File: config.mk
export PLATFORM = sky130hd
export DESIGN_NAME = mtu_ctrl
export DESIGN_NICKNAME = d
export VERILOG_FILES = /design/src/hdl/mtu_pkg.sv /design/src/hdl/mtu_ctrl.sv
export SDC_FILE = /design/constraint.sdc
export NUM_CORES = 1
export LEC_CHECK = 0
export BUFFER_PORTS_ARGS = -buffer_cell sky130_fd_sc_hd__buf_2
export CAP_MARGIN = 10
export CORE_MARGIN = 10
export CORE_UTILIZATION = 48
export DETAILED_ROUTE_END_ITERATION = 10
export HOLD_SLACK_MARGIN = 0.02
export PLACE_DENSITY = 0.87
export SLEW_MARGIN = 10
export SYNTH_ARGS = -nofsm -noshare
export SYNTH_HDL_FRONTEND = slang
export SYNTH_SLANG_ARGS = --single-unit
File: constraint.sdc
create_clock -name clk -period 1.82 [get_ports clk]
set_input_delay 0.364 -clock clk [delete_from_list [all_inputs] [get_ports clk]]
set_output_delay 0.364 -clock clk [all_outputs]
set_load 0.005 [all_outputs]
File: src/hdl/mtu_pkg.sv
// Shared types, constants and helpers of the 4x4 matrix transform unit.
package mtu_pkg;

  localparam int unsigned DataW  = 32;
  localparam int unsigned Dim    = 4;
  localparam int unsigned EntryN = Dim * Dim;
  localparam int unsigned ProdW  = 2 * DataW;
  localparam int unsigned FracW  = 16;
  localparam int unsigned TermW  = ProdW - FracW;
  localparam int unsigned PairW  = TermW + 1;
  localparam int unsigned AccW   = TermW + 2;
  localparam int unsigned CntW   = 4;

  localparam logic signed [DataW-1:0] QOne = 32'sh0001_0000;
  localparam logic signed [DataW-1:0] QMax = 32'sh7FFF_FFFF;
  localparam logic signed [DataW-1:0] QMin = -32'sh7FFF_FFFF - 32'sh1;

  typedef enum logic [2:0] {
    KIND_WR_CUR = 3'd0,
    KIND_WR_OP  = 3'd1,
    KIND_MMUL   = 3'd2,
    KIND_XFORM  = 3'd3,
    KIND_IDENT  = 3'd4
  } kind_t;

  typedef enum logic [3:0] {
    S_IDLE  = 4'b0001,
    S_XFORM = 4'b0010,
    S_MMUL  = 4'b0100,
    S_DRAIN = 4'b1000
  } state_t;

  typedef struct packed {
    logic load_vec;
    logic wr_cur;
    logic wr_op;
    logic ident;
    logic issue;
    logic xform;
    logic first;
    logic last;
    logic copy;
    logic publish;
  } dp_cmd_t;

  typedef struct packed {
    logic busy;
  } dp_stat_t;

  function automatic logic signed [DataW-1:0] sat32(input logic signed [AccW-1:0] s);
    logic signed [AccW-1:0] hi;
    logic signed [AccW-1:0] lo;
    hi = AccW'(QMax);
    lo = AccW'(QMin);
    if (s > hi) begin
      return QMax;
    end else if (s < lo) begin
      return QMin;
    end
    return s[DataW-1:0];
  endfunction

endpackage

File: src/hdl/mtu_ctrl.sv
// Sequencing controller of the 4x4 matrix transform unit.
module mtu_ctrl (
  input  logic              clk,
  input  logic              rst,
  input  logic              in_valid,
  output logic              in_ready,
  input  logic [2:0]        kind,
  output logic              out_valid,
  input  logic              out_ready,
  output mtu_pkg::dp_cmd_t  cmd,
  input  mtu_pkg::dp_stat_t stat
);

  mtu_pkg::state_t             state, state_next;
  logic [mtu_pkg::CntW-1:0]    cnt, cnt_next;
  logic                        is_x, is_x_next;
  logic                        out_valid_next;

  always_comb begin
    state_next = state;
    cnt_next   = cnt;
    is_x_next  = is_x;
    in_ready   = 1'b0;
    cmd        = '0;
    unique case (state)
      mtu_pkg::S_IDLE: begin
        in_ready = 1'b1;
        if (in_valid) begin
          unique case (kind)
            mtu_pkg::KIND_WR_CUR: cmd.wr_cur = 1'b1;
            mtu_pkg::KIND_WR_OP:  cmd.wr_op  = 1'b1;
            mtu_pkg::KIND_IDENT:  cmd.ident  = 1'b1;
            mtu_pkg::KIND_XFORM: begin
              cmd.load_vec = 1'b1;
              cnt_next     = '0;
              is_x_next    = 1'b1;
              state_next   = mtu_pkg::S_XFORM;
            end
            mtu_pkg::KIND_MMUL: begin
              cnt_next   = '0;
              is_x_next  = 1'b0;
              state_next = mtu_pkg::S_MMUL;
            end
            default: ;
          endcase
        end
      end
      mtu_pkg::S_XFORM: begin
        cmd.issue = 1'b1;
        cmd.xform = 1'b1;
        cnt_next  = cnt + 1'b1;
        if (cnt[1:0] == 2'd3) begin
          state_next = mtu_pkg::S_DRAIN;
        end
      end
      mtu_pkg::S_MMUL: begin
        cmd.issue = 1'b1;
        cmd.first = (cnt[1:0] == 2'd0);
        cmd.last  = (cnt[1:0] == 2'd3);
        cnt_next  = cnt + 1'b1;
        if (cnt == 4'd15) begin
          state_next = mtu_pkg::S_DRAIN;
        end
      end
      mtu_pkg::S_DRAIN: begin
        if (!stat.busy) begin
          if (is_x) begin
            if (!out_valid || out_ready) begin
              cmd.publish = 1'b1;
              state_next  = mtu_pkg::S_IDLE;
            end
          end else begin
            cmd.copy   = 1'b1;
            state_next = mtu_pkg::S_IDLE;
          end
        end
      end
      default: state_next = mtu_pkg::S_IDLE;
    endcase
  end

  always_comb begin
    if (cmd.publish) begin
      out_valid_next = 1'b1;
    end else if (out_ready) begin
      out_valid_next = 1'b0;
    end else begin
      out_valid_next = out_valid;
    end
  end

  always_ff @(posedge clk) begin
    if (rst) begin
      state     <= mtu_pkg::S_IDLE;
      cnt       <= '0;
      is_x      <= 1'b0;
      out_valid <= 1'b0;
    end else begin
      state     <= state_next;
      cnt       <= cnt_next;
      is_x      <= is_x_next;
      out_valid <= out_valid_next;
    end
  end

endmodule

* After elaboration in Yosys (flattened, before gate mapping) *
Index checks and enable logic that the tools add are counted.

storage, ports and cells
  bits in registers = 10
  output and inout bits = 12

operators by class
  add/sub/neg operators = 1
  equality and inequality tests = 17
  multiplexer cells = 29
  reductions and logical operators = 12

operators with widths
  cell                   count
  $mux W4                10
  $pmux W4 S2            2
  $pmux W4 S4            1
  $mux W1                12
  $ne A2 B2 Y1 const B   5
  $eq A4 B4 Y1 const B   2
  $eq A3 B2 Y1 const B   2
  $mux W2                3
  $reduce_and A3 Y1      2
  $reduce_and A6 Y1      1
  $reduce_bool A2 Y1     3
  $add A4 B1 Y4 const B  1
  $eq A4 B1 Y1 const B   1
  $eq A4 B2 Y1 const B   1
  $eq A4 B3 Y1 const B   1
  $reduce_or A2 Y1       2
  $eq A3 B1 Y1 const B   1
  $eq A3 B3 Y1 const B   1
  $logic_not A3 Y1       1
  $ne A3 B1 Y1 const B   1
  $ne A3 B3 Y1 const B   1
  $eq A2 B2 Y1 const B   1
  $logic_not A2 Y1       1
  $pmux W1 S2            1
  other kinds (2)        2

* Longest topological paths before layout *
  depth in word-level cells = 7
  depth in mapped cells = 5

* Least setup slack after synthesis *
OpenSTA, ideal clock, no wires.

  kind = reg2out
  start point = register state[1]
  end point = output port cmd[6] (netlist name)
  data arrival time = 1,355 ps
  path slack = 101 ps
  cell stages (with the launch flop) = 5
  path through = dfxtp_1 -> or4b_4 -> inv_4 -> nand2_1 -> nor4b_2

RTL lines
  item                    line            source
  from (decl)             mtu_ctrl.sv:14  mtu_pkg::state_t state, state_next;
  from (signal assigned)  mtu_ctrl.sv:94  state <= mtu_pkg::S_IDLE;
  from (signal assigned)  mtu_ctrl.sv:99  state <= state_next;
  to (decl)               mtu_ctrl.sv:10  output mtu_pkg::dp_cmd_t cmd,

==> results by group <==
Status
  – Outcome: finished with violations
  – Violated checks: negative setup slack

Route
  – Per-cell routed wire length: 15.00 microns
  – DR iter-0 viols: 14
  – DR pass1 iterations: 4
  – Final WL: 1860 microns
  – Final ANT Viol Nets: 0
  – DRC Markers: 0
  – DR vias: 707
  – Vias per std cell: 5.702

Yosys
  – Post-synth EDFFs: 0
  – Net Count, Synth: 84
  – Ys flop type: dfxtp_1
  – Post-synthesis compound-gate area fraction: 16.31%
  – Register bit count reported by yosys: 10
  – Adder-cell share of the synthesized area: 3.839%
  – Mean Syn Cell Area: 8.809 sq um
  – Synth cell types: 35
  – Synthesized area: 651.9 sq um
  – Async set or reset register ratio after synthesis: 0%
  – Synth Instances: 74
  – Register area share after synthesis: 30.71%
  – Simple-Gate Fraction of Synth Area: 36.85%
  – Largest family of logic cells by synthesized area: simple AND/OR/NAND/NOR gates
  – XOR/XNOR share of the synthesized area: 1.344%
  – Post-synthesis mux area share: 5.374%
  – Yosys warns: 0

Clock tree
  – H-tree depth: 1
  – Skew-Pair Late Insertion Delay: 0.27 ns
  – CTS tree: done
  – Clock transition at path regs: 0.07 ns
  – CTS sink cnt: 10
  – CTS Buf Count: 3
  – CTS Root Cell: clkbuf_4
  – Clock buffer depth: 2
  – CTS hold repair buffers: 0

Worst hold path
  – WHS Path Cells: 3
  – HP Class: primary input to register
  – Hold path start: out_ready
  – Hold Path Sink: out_valid$_SDFFE_PP0P_

STA
  – Hold slack: 0.3867 ns
  – Setup ws final: -0.2306 ns
  – TNS Setup: -0.8085 ns
  – Final Cycle Share: 112.7%
  – Min Tclk post-route: 2.051 ns
  – Final hold vios: 0
  – Unrepaired setup endpoints after global routing: true
  – Worst-Margin Slew: 0.3070 ns
  – Max Slew Vio Count: 0
  – Worst Skew: 0.001581 ns
  – Final setup vio count: 7
  – Max frequency: 0.4877 GHz
  – Slew HR: 79.39%

Placed design
  – Post-placement cell area: 814.5 sq um
  – I/O Buffers: 19
  – GPL Wtd Cong: 0.8248
  – Post-DP HPWL: 1401 microns
  – Placed cell count: 114

Worst setup path
  – Req. time, crit path: 1.46 ns
  – Worst R2R End: state[1]$_SDFFE_PP0P_
  – Worst setup EP type: primary output
  – Worst Path Arrival: 1.69 ns
  – Highest net fanout along the worst path: 3
  – Worst R2R Start: state[2]$_SDFFE_PP0P_
  – Worst setup SP type: register
  – WS Path Type: register to primary output
  – Reg2reg setup slack: -0.02 ns
  – Worst r2r path cells: 8
  – CP Launch Point: state[2]$_SDFFE_PP0P_

Floorplan
  – Core Rows: 13
  – Die X-Extent: 56.85 microns
  – Initial Util: 50.73%
  – Die H: 56.85 microns
  – CORE AREA: 1285 sq um
  – Die area: 3232 sq um
  – Number of I/O pins: 20

Layout
  – Commonest non-fill, non-tap cell in the layout: buf_2
  – Core Util, Final: 75.66%
  – # diodes: 0
  – Nets@finish: 120
  – Area Overhead vs Synth: 49.14%
  – Post-route cell area: 972.2 sq um
  – Fraction of layout cells with a size suffix above 1: 47.71%
  – Most frequent cells in the layout: buf_2 (18), buf_4 (11), dfxtp_1 (8)
  – Post-Layout Cell Count: 124

GRT
  – Gr usage total: 11.78%
  – Initial antenna violation count: 0
  – Global-route wire length before repair: 3118 microns
  – Remaining Overflow, GRT: 0
  – Vias in the first global route: 728
  – Largest net degree at the start of global routing: 12

Power and ir drop
  – Leak pwr: 0.4311 nW
  – Peak supply drop: 0.0005737 V
  – Power density of the placed cells: 1166 nW/um^2

Run
  – Maximum Capacitance Violations: 0
-- synth_stat cells, types with 2 or more instances --
cell      count  area (sq um)
nor4b_1       3         26.28
nand3_1       3         15.01
nor2_1        4         15.01
nor2b_1       3         18.77
a311oi_1      2         17.52
inv_1         4         15.01
dfxtp_1      10         200.2
nand2_1       8         30.03
nand3b_1      3         22.52
mux2i_1       2         20.02
and2_1        2         12.51
a21oi_1       5         25.02
nor4_1        2         12.51
ha_1          2         25.02
-- per-layer routing --
metal / GRT usage, % / part of all wire, % / vias to the layer above
met5: 0 / 0 / -
met4: 6.376 / 2.3 / 0
met3: 4.045 / 6.4 / 7
met2: 21.00 / 50 / 20
met1: 11.57 / 41 / 340
li1: - / - / 340
-- sequential cells by signal, indices dropped and copies added, names as in the netlist --
name / cells
is_x: 1
cnt: 4
out_valid: 1
state: 4
-- repair_timing --
action	in CTS	in global routing
endpoints found under the setup margin	8	14
pin swaps	4	2
resized for setup	11	4
setup buffers	6	0
hold endpoints to repair	0	0
-- worst max-delay path by stage --
stage | to | cells past startpoint | slack, ns
after global routing | cmd[6] | 5 | -0.31
after global placement | cmd[6] | 5 | 0.09
after detailed placement | cmd[6] | 5 | 0.03
after floorplan | cmd[6] | 4 | 0.10
after CTS | cmd[6] | 5 | -0.22
final | cmd[6] | 5 | -0.23
-- final cells by class --
class	instances	area, sq um
Clock buffer	4	36.28
Sequential cell	10	202.7
Inverter	6	25.02
Timing Repair Buffer	33	217.7
Fill cell	94	312.8
Multi-Input combinational cell	56	471.7
Tap cell	15	18.77
-- critical path: stages, from the launching register on --
cell and delay [ns]:
dfxtp_2 0.33, or4b_4 0.56, inv_4 0.08, nand2_4 0.06, nor4b_2 0.23, buf_2 0.15
-- where the power goes --
part           total [W]  leakage (nW)  switching, W  internal [W]
clock network   0.000204        0.0210     0.0000827      0.000122
logic           0.000657         0.328      0.000302      0.000356
registers       0.000271        0.0819     0.0000227      0.000249
-- cell families (layout without fill, tap and decap cells) --
family,after synthesis,count (layout)
XOR/XNOR,1,1
multiplexers,3,3
adder cells (fa/ha/maj),2,2
buffers and inverters,8,43
flip-flops,10,10
AND/OR/NAND/NOR,36,36
AO/OA/AOI/OAI,14,14
-- metrics by stage --
step | setup WS, ns | total power [W]
2_1_floorplan | 0.1009 | 0.0005693
3_3_place_gp | 0.08904 | 0.0007077
3_5_place_dp | 0.03071 | 0.0007231
4_1_cts | -0.2248 | 0.001109
5_1_grt | -0.3051 | 0.001202
6_report | -0.2306 | 0.001133
Power figures use the tool's default switching activity.
